**config.mk**
```make
export PLATFORM = sky130hd
export DESIGN_NAME = pem_queue
export DESIGN_NICKNAME = d
export VERILOG_FILES = /design/src/sv/pem_pkg.sv /design/src/sv/pem_queue.sv
export SDC_FILE = /design/constraint.sdc
export NUM_CORES = 1
export LEC_CHECK = 0
export ABC_CLOCK_PERIOD_IN_PS = 1900
export BUFFER_PORTS_ARGS = -buffer_cell sky130_fd_sc_hd__buf_2
export CAP_MARGIN = 25
export CORE_AREA = 5 5 155 157
export DETAILED_ROUTE_END_ITERATION = 8
export DIE_AREA = 0 0 160 162
export HOLD_SLACK_MARGIN = 0.05
export PLACE_DENSITY = 0.46
export REMOVE_ABC_BUFFERS = 1
export SYNTH_ARGS = -nofsm -noshare
export SYNTH_HDL_FRONTEND = slang
export SYNTH_SLANG_ARGS = --single-unit
export TNS_END_PERCENT = 1
```
**constraint.sdc**
```tcl
create_clock -name clk_i -period 1.9 [get_ports clk_i]
set_input_delay 0.095 -clock clk_i [delete_from_list [all_inputs] [get_ports clk_i]]
set_output_delay 0.095 -clock clk_i [all_outputs]
set_load 0.05 [all_outputs]
```
**src/sv/pem_pkg.sv**
```systemverilog
// ----------------------------------------------------------------------------
// pem_pkg
// Shared types and constants for the pitch epoch marker.
// ----------------------------------------------------------------------------
`default_nettype none

package pem_pkg;

  localparam int unsigned MaxSamples = 4096;
  localparam int unsigned SampleAw   = $clog2(MaxSamples);
  localparam int unsigned CountW     = SampleAw + 1;
  localparam int unsigned MaxEpochs  = 64;
  localparam int unsigned EpochAw    = $clog2(MaxEpochs);
  localparam int unsigned EpochCntW  = EpochAw + 1;
  localparam int unsigned QDepth     = 4;
  localparam int unsigned QAw        = $clog2(QDepth);

  localparam logic [11:0] PeriodReset    = 12'd64;
  localparam logic [7:0]  HalfWidthReset = 8'd30;

  // register index, taken from paddr[2]
  localparam logic RegPitchPeriod = 1'b0;
  localparam logic RegHalfWidth   = 1'b1;

  typedef struct packed {
    logic signed [15:0] sample;
    logic               last_sample;
  } pem_in_t;

  typedef struct packed {
    logic [11:0] epoch_position;
    logic        last_epoch;
  } pem_out_t;

  typedef struct packed {
    logic [11:0] pitch_period;
    logic [7:0]  search_half_width;
  } pem_cfg_t;

  // one classified input transfer, as queued for the back end
  typedef struct packed {
    logic                we;
    logic                last;
    logic [SampleAw-1:0] addr;
    logic signed [15:0]  data;
    logic [CountW-1:0]   n;
  } pem_job_t;

  typedef struct packed {
    logic full;
    logic empty;
  } pem_q_stat_t;

endpackage

`default_nettype wire

```
**src/sv/pem_queue.sv**
```systemverilog
// ----------------------------------------------------------------------------
// pem_queue
// Short FIFO of classified transfers between front and back end.
// ----------------------------------------------------------------------------
`default_nettype none

module pem_queue
  import pem_pkg::*;
(
  input  wire logic     clk_i,
  input  wire logic     rst_ni,
  input  wire logic     push_i,
  input  wire pem_job_t push_job_i,
  input  wire logic     pop_i,
  output pem_job_t      pop_job_o,
  output pem_q_stat_t   stat_o
);

  pem_job_t         slot_q [QDepth];
  logic [QAw-1:0]   wr_ptr_q, wr_ptr_d, rd_ptr_q, rd_ptr_d;
  logic [QAw:0]     fill_q, fill_d;

  assign stat_o.full  = fill_q == (QAw + 1)'(QDepth);
  assign stat_o.empty = fill_q == '0;
  assign pop_job_o    = slot_q[rd_ptr_q];

  always_comb begin
    wr_ptr_d = wr_ptr_q;
    rd_ptr_d = rd_ptr_q;
    fill_d   = fill_q;
    if (push_i) begin
      wr_ptr_d = wr_ptr_q + QAw'(1);
    end
    if (pop_i) begin
      rd_ptr_d = rd_ptr_q + QAw'(1);
    end
    if (push_i && !pop_i) begin
      fill_d = fill_q + (QAw + 1)'(1);
    end else if (pop_i && !push_i) begin
      fill_d = fill_q - (QAw + 1)'(1);
    end
  end

  always_ff @(posedge clk_i or negedge rst_ni) begin
    if (!rst_ni) begin
      wr_ptr_q <= '0;
      rd_ptr_q <= '0;
      fill_q   <= '0;
    end else begin
      wr_ptr_q <= wr_ptr_d;
      rd_ptr_q <= rd_ptr_d;
      fill_q   <= fill_d;
    end
  end

  always_ff @(posedge clk_i) begin
    if (push_i) begin
      slot_q[wr_ptr_q] <= push_job_i;
    end
  end

endmodule

`default_nettype wire

```
==> impl.org <==
** STA
- Fin crit period :: about 2 ns
- Relative slew slack :: 0.7257
- Worst Setup Slack, final :: -0.04457 ns
- Final cycle utilization of the critical path :: 1.023
- Count of endpoints failing hold in the final timing report :: 0
- Worst Tran Pin Value :: about 0.41 ns
- Setup Viol. Count Final :: 29
- Based on the critical path, the design can be clocked at up to 514.3 MHz.
- Setup repair after global routing could not meet its margin everywhere.
- The clock arrives with about 0.016 ns of skew.
- Max Slew Vio Count :: 0
- Adding up every negative setup slack in the final design gives -0.4743 ns.

** Clock network
- Clock Tree Root :: clkbuf_16
- The number of clock buffers added by TritonCTS is 17.
- Number of buffers on the longest clock path :: 2
- TritonCTS built the clock tree.
- CTS saw roughly 180 sinks.
- Clock-pin slew was measured on the worst setup and hold paths at approximately 0.070 ns.
- Worst-Skew Late Latency :: around 0.42 ns
- The H-tree was split into 4 levels.

** GRT
- Total global-route track usage :: 0.1076
- Initial antenna violation count :: 1
- For this run, global-route usage on met2 was measured as 0.1848.
- Met3 routing resource usage after global routing :: 0.03654
- After global routing the overflow that remains totals 0.
- The first global-routing pass estimated around 21000 microns of wire.
- The global routing stage identified its most utilized layer as met2.
- The via count of the first global-routing pass was around 3600.
- Global-route met1 utilization :: 0.1273
- Maximum number of pins on one net before global-route repair :: 25

** Place
- DP Area :: 7530 sq um
- Count of placed standard cells including taps :: approximately 640
- Buffers placed on the I/O ports in this run total 91.
- Summed over all nets, the half-perimeter wirelength after detailed placement is 7926 microns.
- Final Wtd Congestion :: approximately 0.64

** Final layout
- Fin area :: around 8800 sq um
- The repair_antennas step left the layout with diodes totalling 0.
- Relative to the synthesized area, the layout overhead comes to 32.77%.
- Number of filler cells placed in the layout :: between 2000 and 2500
- For this run, the post-layout net count is ~470.
- Of the cells placed in the final design, the portion with a size suffix greater than 1 is 0.4273.
- Number of cells in the finished layout apart from fillers :: 718

** Detailed routing
- Using the TritonRoute via totals, the vias-per-cell ratio works out to between 4 and 5.
- For this block, the initial DRC count from the detailed router was 90.
- Routed wire per std cell :: 18.50 microns
- After detailed routing, the number of remaining DRC violations is 0.
- Final WL :: 13280 microns
- The detailed router placed 3159 vias in this run.
- Once detail routing completed, the nets flagged for antenna violations numbered 0.
- Number of optimization iterations in the first detailed-route pass :: 5

** Yosys
- The synthesized design contains ~180 register bits.
- In the synthesized netlist the async set-or-reset flop fraction comes to 0.03911.
- Synthesis handed over a netlist of ~260 instances.
- During synthesis, Yosys emitted a total of 0 warnings.
- Most common library cells after synthesis :: 172 x edfxtp_1, 38 x mux4_2, 7 x dfrtp_1
- Top_reg_cell synth :: edfxtp_1
- In this run the cell area of the synthesized design comes to roughly 6700 sq um.
- Area share of the largest cell type after synthesis :: 0.7756
- Leading cell types by total area after synthesis :: edfxtp_1 78%, mux4_2 13%, dfrtp_1 2.6%
- edfxtp_1 is the most common cell in the netlist.
- The largest total area in the synthesized netlist belongs to edfxtp_1.
- In this run, distinct cell masters in the synthesized netlist total 19.
- Mean post-synth cell area :: approximately 26 sq um
- Share of the yosys chip area belonging to registers :: 0.8020
- Counting flops with a built-in enable in the synthesized netlist gives between 150 and 200.

** Outcome
- The flow ran to the end, but the final reports show violations.
- Violations in the final reports :: negative setup slack

** Power
- Peak VDD IR :: 677.8 uV
- Power density over the cells :: about 1700 nW/um^2
- Power after layout :: 15.27 mW
- Summed over all cells, the static leakage comes to around 3.1 nW.

** Setup path
- Kind of end point of the critical path :: output port
- The signal on the critical path passes through buf_16 -> mux4_2 -> buf_6.
- Counting both buffers and inverters, the worst setup path holds a total of 2.
- The most critical setup path has its startpoint at rd_ptr_q[0]$_DFFE_PN0P_.
- Startpoint of the worst-slack reg-to-reg timing path :: wr_ptr_q[0]$_DFFE_PN0P_
- The cell family contributing the most delay on the critical path is multiplexers.
- Max stage delay cell, worst path :: mux4_2
- For the worst setup path, the data arrival time is about 1.9 ns.
- Class of the most critical setup path :: register to output port
- CP peak stage delay :: ~0.56 ns
- STA puts the critical path data required time at about 1.8 ns.
- The worst setup path is launched from a register.
- Critical path peak fanout :: 12

** Min path
- The path class of the tightest hold or removal check is primary input to register.
- Hold Startpoint :: push_job_i[41]

** Floorplanning
- Initial core utilization :: 0.2977
- Overall die area :: 25920 sq um
- The total area inside the core boundary comes to approximately 22000 sq um.
- The die is 160 microns wide.
- 92 I/O pins were placed.
- In this run the core area contains 55 standard-cell rows.
- Measured along the y axis, the die boundary spans 162 microns.

** Flow run
- Max-cap violations in this run came to 0.
## state kept, by name (all words and copies together), names as in the netlist
name and count:
rd_ptr_q 2, fill_q 3, slot_q 172, wr_ptr_q 2
## placed cells by master (no fill, tap or decap)
| cell type | instances |
|---|---|
| nor3b_1 | 1 |
| mux2_2 | 1 |
| nand2_1 | 2 |
| o21ai_0 | 1 |
| buf_12 | 7 |
| buf_6 | 43 |
| edfxtp_1 | 172 |
| clkinv_1 | 1 |
| mux4_2 | 43 |
| buf_2 | 48 |
| dfrtp_2 | 1 |
| bufinv_16 | 1 |
| buf_4 | 6 |
| clkbuf_1 | 1 |
| dfrtp_4 | 1 |
| dlygate4sd3_1 | 47 |
| fa_1 | 1 |
| buf_16 | 1 |
| xor2_1 | 4 |
| xnor2_1 | 2 |
| clkinv_4 | 2 |
| nor2_1 | 1 |
| and2_2 | 4 |
| clkinvlp_4 | 2 |
| inv_6 | 2 |
| clkinv_2 | 6 |
| clkbuf_16 | 17 |
| inv_1 | 4 |
| ha_1 | 5 |
| nor3_1 | 1 |
| dfrtp_1 | 5 |
## cell families after synthesis
kind of cell	synth area share
XOR/XNOR	0.007892
AO/OA/AOI/OAI	0.0007509
AND/OR/NAND/NOR	0.007327
adder cells (fa/ha/maj)	0.01240
multiplexers	0.1499
flip-flops	0.8020
buffers and inverters	0.01973
## timing repair
item                                   CTS  global route
hold buffers                            47             0
gates resized for setup                 94             0
endpoints found under the hold margin  183             0
setup endpoints to repair               43            43
buffers inserted                         2             0
cloned                                   2             0
## power breakdown
part           internal, mW  switching [mW]
Sequential             5.18           0.231
Clock                  1.80            1.44
Combinational          2.63            4.00
Total                  9.60            5.67
## cell type report
class | instances | area (sq um) | share of cell area
Clock buffer | 18 | 429.2 | 0.04854
Timing Repair Buffer | 152 | 1408 | 0.1592
Tap cell | 285 | 356.6 | 0.04033
Multi-Input combinational cell | 66 | 1174 | 0.1327
Clock inverter | 14 | 113.9 | 0.01288
Sequential cell | 179 | 5345 | 0.6046
Inverter | 4 | 15.01 | 0.001698
## routing by layer
metal | share of wire | routed length, microns
met3 | 0.042 | 553
met5 | 0.00053 | 7
met4 | 0.0097 | 129
met1 | 0.43 | 5735
met2 | 0.52 | 6858
## through the flow
| stage | setup WS (ns) | util | hold WS (ns) |
|---|---|---|---|
| global route | -0.1223 | 0.3953 | 0.4134 |
| finish | -0.04457 | 0.3953 | 0.4239 |
| detailed placement | 0.2924 | 0.3367 | -0.05336 |
| CTS | -0.1442 | 0.3978 | 0.3961 |
| global placement | 0.3142 | 0.3367 | -0.05307 |
| floorplan | -0.9205 | - | -0.2006 |
## final timing paths
kind	to	slack, ns	cells past startpoint
setup / recovery	pop_job_o[8]	-0.04	3
hold / removal	slot_q[1][41]$_DFFE_PP_	0.42	2
setup reg to reg	slot_q[2][29]$_DFFE_PP_	0.41	4
hold reg to reg	fill_q[2]$_DFFE_PN0P_	0.49	1
max in group asynchronous	rd_ptr_q[0]$_DFFE_PN0P_	0.95	3
min in group asynchronous	wr_ptr_q[1]$_DFFE_PN0P_	0.65	3
## worst reg2reg max path, delay by kind of cell, from the launching register on
| kind | cells | cell delay [ns] |
|---|---|---|
| and+or+nand+nor | 1 | 0.17 |
| DFF | 1 | 0.42 |
| adders and majority gates | 1 | 0.13 |
| buffers and inverters | 2 | 0.42 |
No activity file was read; power rests on OpenSTA's default activity.
