## src/sv/pem_pkg.sv

```systemverilog
// ----------------------------------------------------------------------------
// pem_pkg
// Shared types and constants for the pitch epoch marker.
// ----------------------------------------------------------------------------
`default_nettype none

package pem_pkg;

  localparam int unsigned MaxSamples = 4096;
  localparam int unsigned SampleAw   = $clog2(MaxSamples);
  localparam int unsigned CountW     = SampleAw + 1;
  localparam int unsigned MaxEpochs  = 64;
  localparam int unsigned EpochAw    = $clog2(MaxEpochs);
  localparam int unsigned EpochCntW  = EpochAw + 1;
  localparam int unsigned QDepth     = 4;
  localparam int unsigned QAw        = $clog2(QDepth);

  localparam logic [11:0] PeriodReset    = 12'd64;
  localparam logic [7:0]  HalfWidthReset = 8'd30;

  // register index, taken from paddr[2]
  localparam logic RegPitchPeriod = 1'b0;
  localparam logic RegHalfWidth   = 1'b1;

  typedef struct packed {
    logic signed [15:0] sample;
    logic               last_sample;
  } pem_in_t;

  typedef struct packed {
    logic [11:0] epoch_position;
    logic        last_epoch;
  } pem_out_t;

  typedef struct packed {
    logic [11:0] pitch_period;
    logic [7:0]  search_half_width;
  } pem_cfg_t;

  // one classified input transfer, as queued for the back end
  typedef struct packed {
    logic                we;
    logic                last;
    logic [SampleAw-1:0] addr;
    logic signed [15:0]  data;
    logic [CountW-1:0]   n;
  } pem_job_t;

  typedef struct packed {
    logic full;
    logic empty;
  } pem_q_stat_t;

endpackage

`default_nettype wire

```

## src/sv/pem_front.sv

```systemverilog
// ----------------------------------------------------------------------------
// pem_front
// Accepts samples, tracks the buffer fill and tags each transfer with its
// store address, drop status and closing count.
// ----------------------------------------------------------------------------
`default_nettype none

module pem_front
  import pem_pkg::*;
(
  input  wire logic     clk_i,
  input  wire logic     rst_ni,
  input  wire logic     in_valid_i,
  output logic          in_stall_o,
  input  wire pem_in_t  in_data_i,
  input  wire logic     q_full_i,
  output logic          q_push_o,
  output pem_job_t      q_job_o
);

  logic [CountW-1:0] count_q, count_d;
  logic              room;

  assign in_stall_o = q_full_i;
  assign q_push_o   = in_valid_i && !q_full_i;
  assign room       = count_q < CountW'(MaxSamples);

  always_comb begin
    q_job_o.we   = room;
    q_job_o.last = in_data_i.last_sample;
    q_job_o.addr = count_q[SampleAw-1:0];
    q_job_o.data = in_data_i.sample;
    q_job_o.n    = room ? count_q + CountW'(1) : count_q;
    count_d      = count_q;
    if (q_push_o) begin
      count_d = in_data_i.last_sample ? '0 : q_job_o.n;
    end
  end

  always_ff @(posedge clk_i or negedge rst_ni) begin
    if (!rst_ni) begin
      count_q <= '0;
    end else begin
      count_q <= count_d;
    end
  end

endmodule

`default_nettype wire

```

## config.mk

```make
export PLATFORM = sky130hd
export DESIGN_NAME = pem_front
export DESIGN_NICKNAME = d
export VERILOG_FILES = /design/src/sv/pem_pkg.sv /design/src/sv/pem_front.sv
export SDC_FILE = /design/constraint.sdc
export NUM_CORES = 1
export LEC_CHECK = 0
export ABC_CLOCK_PERIOD_IN_PS = 3430
export BUFFER_PORTS_ARGS = -buffer_cell sky130_fd_sc_hd__buf_2
export CAP_MARGIN = 25
export CORE_ASPECT_RATIO = 1.1
export CORE_MARGIN = 5
export CORE_UTILIZATION = 47
export CTS_CLUSTER_DIAMETER = 200
export CTS_CLUSTER_SIZE = 10
export DETAILED_ROUTE_END_ITERATION = 10
export PLACE_DENSITY = 0.84
export SYNTH_ARGS = -nofsm -noshare
export SYNTH_HDL_FRONTEND = slang
export SYNTH_SLANG_ARGS = --single-unit
```

## constraint.sdc

```tcl
create_clock -name clk_i -period 3.43 [get_ports clk_i]
set_input_delay 0.5145 -clock clk_i [delete_from_list [all_inputs] [get_ports clk_i]]
set_output_delay 0.5145 -clock clk_i [all_outputs]
set_load 0.1 [all_outputs]
```

==> results of run 1 <==
==> critical path, cell delays in order, from the launching register on <==
cell and delay, ns:
dfrtp_1 0.48, ha_1 0.24, and3b_2 0.24, and4_4 0.25, xnor2_1 0.11, buf_2 0.44
==> power by group through the flow <==
stage	clock [W]	sequential, W	combinational [W]
6_report	0.0000933	0.000170	0.000167
5_1_grt	0.000106	0.000172	0.000174
4_1_cts	0.000100	0.000170	0.000168
3_5_place_dp	0	0.000173	0.000168
3_3_place_gp	0	0.000172	0.000167
2_1_floorplan	0	0.000171	0.000242
==> how the worst max path moves through the flow <==
stage / from / cells after the start / endpoint
after global routing: count_q[3] / 4 / q_job_o[10]
after CTS: count_q[0] / 5 / q_job_o[10]
after global placement: count_q[0] / 5 / q_job_o[10]
after floorplan: count_q[0] / 4 / q_job_o[10]
final: count_q[0] / 5 / q_job_o[10]
after detailed placement: count_q[0] / 5 / q_job_o[10]
==> logic make-up (layout without fill, tap and decap cells) <==
family                   count (synthesis)  in the layout
AND/OR/NAND/NOR                         33             33
buffers and inverters                   42             41
adder cells (fa/ha/maj)                  1              1
flip-flops                              13             13
XOR/XNOR                                11             11
AO/OA/AOI/OAI                           25             25
multiplexers                             3              3
==> area by class of cell <==
type | instances | area (µm²)
Multi-Input combinational cell | 73 | 538
Inverter | 4 | 15.0
Timing Repair Buffer | 33 | 165
Fill cell | 250 | 1340
Clock buffer | 4 | 26.3
Sequential cell | 13 | 325
Tap cell | 31 | 38.8
==> per-stage QoR <==
| step | hold WS, ns | instance area [µm²] | total power, W |
|---|---|---|---|
| 2_1_floorplan | 0.219 | 1180 | 0.000413 |
| 3_3_place_gp | 0.415 | 1080 | 0.000339 |
| 3_5_place_dp | 0.422 | 1080 | 0.000341 |
| 4_1_cts | 0.112 | 1110 | 0.000438 |
| 5_1_grt | 0.137 | 1110 | 0.000453 |
| 6_report | 0.115 | 1110 | 0.000431 |
==> placed cells by master, fill, tap and decap left out, types with 2 or more instances in the layout <==
cell      count
dfrtp_1      13
clkbuf_4      3
nand2_1       7
nor2_1        4
a22o_1        3
inv_1         4
xnor2_1       9
nor3_2        2
mux2i_1       2
nand4_1       2
buf_2        33
xor2_1        2
o21ai_0       5
a21oi_1       4
nand3_1       3
o21ai_1       4
o31ai_1       5
==> layer usage <==
metal	GRT usage (%)	wire (µm)	part of all wire [%]	up-vias
li1	-	-	-	410
met1	17.0	968	39	417
met2	24.6	1270	52	33
met3	2.69	172	7.0	8
met4	9.86	49	2.0	0
met5	0	0	0	-
==> impl_metrics.csv, run 1 <==
group,metric,value,unit
sta,setup_violations,0,
yosys,ys_dominant_reg_cell,"dfrtp_1",
setup_path,reg2reg_to,"count_q[8]",
detailed_routing,drtIter0Drc,7,
yosys,synthMuxAreaShare,2.66,%
yosys,syn_inst,128,
yosys,synth_top_family_by_area,"buffers and inverters",
sta,fin_ws,0.869,ns
yosys,synth_fa_ha_area_share,1.06,%
layout,postLayoutCoreUtil,45.3,%
run,drv_cap,0,
sta,rsz0062_at_grt,"false",
die,coreArea,2450,µm²
layout,antenna_cells,0,
detailed_routing,drt-pass1-iter-count,4,
layout,instances_no_fill,158,
layout,nets,150,
setup_path,worstSetupStartpointType,"flop",
yosys,synth-xor-area-share,8.18,%
setup_path,setup.worst_path.end_class,"output pin",
yosys,synth_top_area_share,27.6,%
sta,setup_tns,0,ns
cts,post_cts_buffers,0,
pwr,clkPwrFrac,21.7,%
grt,grt_max_degree,14,
yosys,ys_top_cells_by_count,"buf_4 (32), dfrtp_1 (13), xnor2_1 (9)",
layout,largest_register_ffs,13,
detailed_routing,detail-route-antenna-nets,0,
yosys,yosysMostFrequentCell,"buf_4",
pwr,p_int,0.000229,W
cts,htree_num_levels,1,
cts,post_cts_resized,0,
pwr,switching_share,46.8,%
die,dieArea,3610,µm²
setup_path,critPathKind,"reg2out",
outcome,status,"complete, no violations",
yosys,synthesis.area,1180,µm²
cts,clock-sinks,13,
yosys,synth_edf_count,0,
setup_path,worstPathArrival,2.05,ns
layout,top_register,"count_q",
cts,cts_tree,"built",
yosys,synthDistinctLibCells,41,
yosys,async_flop_share,100,%
layout,synthToLayoutAreaGrowth,-5.85,%
grt,antenna_found_initial,0,
place,post-place-ws,1.18,ns
yosys,ys_warn_count,0,
layout,drive_gt1_share,38.6,%
yosys,syn_area_per_cell,9.20,µm²
hold_path,hold_path.class,"in2async",
layout,largestRegisters,"count_q: 13 flops",
detailed_routing,totalWireLength,2460,µm
sta,max_slew.worst_pin.slew,0.494,ns
place,io_buffers,33,
setup_path,reg2reg_slack,1.88,ns
grt,grt_usage,14.8,%
die,die_w,57.7,µm
place,dpl.hpwl,1920,µm
grt,grt.overflow.total,0,
die,start_util,48.1,%
grt,grt_pass1_vias,915,
place,gp_routability_congestion,0.843,
setup_path,reg2reg_from,"count_q[0]",
cts,root_buffer,"clkbuf_4",
pwr,ir_worst_vdd,0.000448,V
detailed_routing,vias,868,
sta,maxSlewHeadroom,67.3,%
sta,fin_skew,0.00329,ns
detailed_routing,drc,0,
pwr,p_sw,0.000201,W
detailed_routing,wl_per_cell,15.5,µm
yosys,synth_compound_area_share,13.7,%
sta,finalMaxSlewViolations,0,
pwr,powerDensity,388,nW/µm²
sta,final-hold-violation-count,0,
setup_path,required,2.92,ns
cts,clock_latency,0.27,ns
sta,fin_crit_sh,74.7,%
cts,cts_hold_buf,0,
yosys,synth_largest_area_cell,"dfrtp_1",
cts,cts_buffers,3,
detailed_routing,vias_per_cell,5.49,
die,die_y,62.5,µm
sta,fmax,390,MHz
grt,grt_pass1_wl,4280,µm
yosys,syn_nets,150,
yosys,yosysSeqAreaShare,27.6,%
cts,clk_pin_slew_worst_paths,0.08,ns
die,rows,19,
setup_path,rr_worst_depth,5,
pwr,power_frac_seq,39.6,%
die,pin_count,66,
cts,cts_buffer_depth,2,
sta,finalCriticalPeriod,2.56,ns
pwr,combPwrFrac,38.8,%
place,dp_cells,154,
yosys,synth-simple-area-share,20.1,%
yosys,netlist_top_cells_area,"dfrtp_1 (28%), buf_4 (20%), xnor2_1 (6.7%), o31ai_1 (3.2%), clkbuf_8 (2.3%)",
pwr,p_leak,0.575,nW
setup_path,cp_max_fo,6,
yosys,ys_seq_elements,13,
Note: power is estimated with default switching activity, not from simulation.
==> run 2: changes to the inputs <==
==> config.mk (replaced) <==
export PLATFORM = sky130hd
export DESIGN_NAME = pem_front
export DESIGN_NICKNAME = d
export VERILOG_FILES = /design/src/sv/pem_pkg.sv /design/src/sv/pem_front.sv
export SDC_FILE = /design/constraint.sdc
export NUM_CORES = 1
export LEC_CHECK = 0
export ABC_AREA = 1
export ABC_CLOCK_PERIOD_IN_PS = 2200
export BUFFER_PORTS_ARGS = -buffer_cell sky130_fd_sc_hd__buf_2
export CAP_MARGIN = 25
export CORE_ASPECT_RATIO = 1.1
export CORE_MARGIN = 5
export CORE_UTILIZATION = 40
export CTS_CLUSTER_DIAMETER = 200
export CTS_CLUSTER_SIZE = 10
export DETAILED_ROUTE_END_ITERATION = 10
export PLACE_DENSITY = 0.77
export SYNTH_ARGS = -nofsm -noshare
export SYNTH_HDL_FRONTEND = slang
export SYNTH_SLANG_ARGS = --single-unit
==> constraint.sdc (replaced) <==
create_clock -name clk_i -period 2.2 [get_ports clk_i]
set_input_delay 0.33 -clock clk_i [delete_from_list [all_inputs] [get_ports clk_i]]
set_output_delay 0.33 -clock clk_i [all_outputs]
set_load 0.1 [all_outputs]
==> run 2 against run 1 <==
  * Synthesized area fell by 1.7%
  * Sequential power is 54% higher
  * Cell count rose by 25%
  * Critical path depth increased by 1
  * Combinational power up 63%
  * Register-to-register slack got worse by 1.1 ns
  * Routed wire length down 6.8%
  * Synthesized cell count is 24% higher
  * Worst setup slack worse by 0.75 ns
  * Core utilization decreased by 2.8 points
  * Die area is 13% higher
  * Sequential cell count unchanged
==> impl_metrics.csv, run 2 <==
group,metric,value,unit
outcome,status,"complete, no violations",
detailed_routing,vias,918,
detailed_routing,drc,0,
pwr,power_frac_seq,38.4,%
sta,rsz0062_at_grt,"false",
sta,fmax,481,MHz
yosys,syn_inst,159,
hold_path,holdCritStartpoint,"in_data_i[0]",
setup_path,cp_max_fo,5,
setup_path,reg2reg_to,"count_q[8]",
grt,antenna_found_initial,0,
die,start_util,41.7,%
pwr,p_sw,0.000327,W
sta,maxSlewHeadroom,67.5,%
pwr,ir_worst_vdd,0.000352,V
sta,finalMaxSlewViolations,0,
sta,setup_tns,0,ns
layout,final_common_cell,"nand2_1",
detailed_routing,detail-route-antenna-nets,0,
yosys,synth_largest_area_cell,"dfrtp_1",
sta,fin_skew,0.000960,ns
setup_path,path_cells,"ha_1, nand2_1, nor2_2, nor2_1, nor2_2, clkbuf_4",
setup_path,required,1.87,ns
yosys,synth_edf_count,0,
hold_path,min_delay_path_depth,4,
yosys,synthDistinctLibCells,23,
yosys,ys_warn_count,0,
yosys,ys_top_cells_by_count,"nand2_1 (49), buf_4 (31), inv_1 (16)",
layout,nets,187,
pwr,clkPwrFrac,21.8,%
layout,most-common-layout-cells,"nand2_1 (49), buf_2 (27), inv_1 (16)",
setup_path,rr_worst_depth,8,
pwr,p_int,0.000356,W
layout,antenna_cells,0,
run,drv_cap,0,
setup_path,worstPathArrival,1.75,ns
layout,top_register,"count_q",
setup_path,slowest_stage,"dfrtp_1",
cts,clock_latency,0.27,ns
cts,cts_buffers,3,
place,dpl_cell_area,1130,µm²
layout,largestRegisters,"count_q: 13 flops",
sta,setup_violations,0,
cts,post_cts_buffers,0,
layout,largest_register_ffs,13,
die,die_y,66.4,µm
sta,fin_crit_sh,94.5,%
setup_path,cp_common_cell,"nor2_2",
yosys,ys_dominant_reg_cell,"dfrtp_1",
grt,grt_usage,12.6,%
sta,finalCriticalPeriod,2.08,ns
yosys,async_flop_share,100,%
die,coreArea,2780,µm²
grt,grt.overflow.total,0,
grt,grt_pass1_vias,866,
pwr,p_leak,0.648,nW
hold_path,hold_end,"count_q[4]",
yosys,netlist_top_cells_area,"dfrtp_1 (28%), buf_4 (20%), nand2_1 (16%), inv_1 (5.2%), nor2_4 (4.9%)",
setup_path,setup.worst_path.start,"count_q[0]",
cts,root_buffer,"clkbuf_4",
setup_path,crit_buf_inv,1,
sta,final-hold-violation-count,0,
grt,grt_pass1_wl,3820,µm
place,gp_routability_congestion,0.812,
pwr,powerDensity,579,nW/µm²
layout,fin_area,1180,µm²
yosys,ys_seq_elements,13,
cts,cts_buffer_depth,2,
setup_path,worstSetupStartpointType,"flop",
cts,cts_tree,"built",
yosys,yosysMostFrequentCell,"nand2_1",
grt,grt_max_degree,14,
grt,top_usage_layer,"met2",
yosys,yosysSeqAreaShare,28.1,%
cts,clock-sinks,13,
die,rows,20,
detailed_routing,wl_per_cell,11.6,µm
pwr,combPwrFrac,39.8,%
sta,max_slew.worst_pin.slew,0.491,ns
place,dpl.hpwl,1850,µm
yosys,synthesis.area,1160,µm²
yosys,syn_area_per_cell,7.28,µm²
die,pin_count,66,
grt,met1_usage,15.8,%
detailed_routing,totalWireLength,2290,µm
setup_path,slowest_delay,0.45,ns
setup_path,critPathKind,"reg2out",
setup_path,cp_top_family,"simple AND/OR/NAND/NOR gates",
place,dp_cells,192,
pwr,switching_share,47.9,%
layout,synthToLayoutAreaGrowth,1.95,%
detailed_routing,vias_per_cell,4.66,
setup_path,setup.worst_path.end_class,"output pin",
cts,htree_num_levels,1,
hold_path,hold_path.class,"in2reg",
setup_path,reg2reg_slack,0.82,ns
grt,grt_use_met2,19.6,%
detailed_routing,drt-pass1-iter-count,4,
layout,instances_no_fill,197,
yosys,syn_nets,181,
grt,gr-usage-met3,2.34,%
cts,clk_pin_slew_worst_paths,0.08,ns
die,die_w,61.3,µm
place,io_buffers,33,
yosys,synth_top_area_share,28.1,%
die,dieArea,4070,µm²
detailed_routing,drtIter0Drc,23,
setup_path,reg2reg_from,"count_q[0]",
layout,drive_gt1_share,37.8,%
run 2: cell types whose count changed after synthesis, sizes merged, moves of 3 or more:
cell	previous run	this run
nand2	8	56
o21ai	9	6
a22o	4	1
a21oi	4	0
xnor2	9	0
inv	4	18
nand3	4	8
nor2	4	13
o31ai	5	0
clkbuf	4	0
run 2: cells by family after synthesis:
family	Yosys count	synth area share, %
compound gates	9	5.51
xor+xnor	2	1.51
fa+ha+maj	1	1.08
buf+inv	52	28.6
flops	13	28.1
simple gates	82	35.1
run 2: metrics by stage:
step / hold slack [ns] / power, W / setup slack (ns) / util [%]
2_1_floorplan: 0.0344 / 0.000648 / 0.152 / -
3_3_place_gp: 0.238 / 0.000539 / 0.333 / 40.7
3_5_place_dp: 0.237 / 0.000540 / 0.308 / 40.7
4_1_cts: 0.370 / 0.000694 / 0.0195 / 42.1
5_1_grt: 0.374 / 0.000712 / 0.00278 / 42.5
6_report: 0.378 / 0.000683 / 0.121 / 42.5
run 2: how the worst max path moves through the flow:
stage / endpoint / slack [ns] / depth (start not counted)
after detailed placement: q_job_o[12] / 0.31 / 6
after floorplan: q_job_o[12] / 0.15 / 5
after CTS: q_job_o[10] / 0.02 / 6
final: q_job_o[4] / 0.12 / 6
after global routing: q_job_o[12] / 0.003 / 6
after global placement: q_job_o[12] / 0.33 / 6
run 2: worst register-to-register path: stages, from the launching register on:
cell     delay, ns
dfrtp_1       0.45
ha_1          0.23
nand2_1       0.10
nor2_2        0.14
nand2_2       0.08
o21ai_2       0.12
nand2_2       0.06
nand2_1       0.05
nand2_1       0.04
run 2: final cells by class:
type	instances	area [µm²]
clock buffer	4	26.3
fill	286	1600
inverter	19	76.3
multi-input combinational	94	508
sequential	13	325
tap	33	41.3
timing repair buffer	34	203
run 2: power by group through the flow:
stage	Clock (W)	Combinational, W	Sequential [W]
4_1_cts	0.000157	0.000275	0.000262
3_3_place_gp	0	0.000272	0.000266
6_report	0.000149	0.000272	0.000262
2_1_floorplan	0	0.000384	0.000264
5_1_grt	0.000164	0.000284	0.000264
3_5_place_dp	0	0.000273	0.000267
run 2: repair_timing:
action,CTS,global route
hold buffers,1,0
setup endpoints to repair,1,4
pin swaps,0,0
gates resized for setup,1,5
hold endpoints to repair,13,0
run 2: routing by layer:
metal | vias to the layer above | wire (µm)
met2 | 32 | 1090
met4 | 0 | 39
met5 | - | 0
met1 | 412 | 961
li1 | 470 | -
met3 | 4 | 197
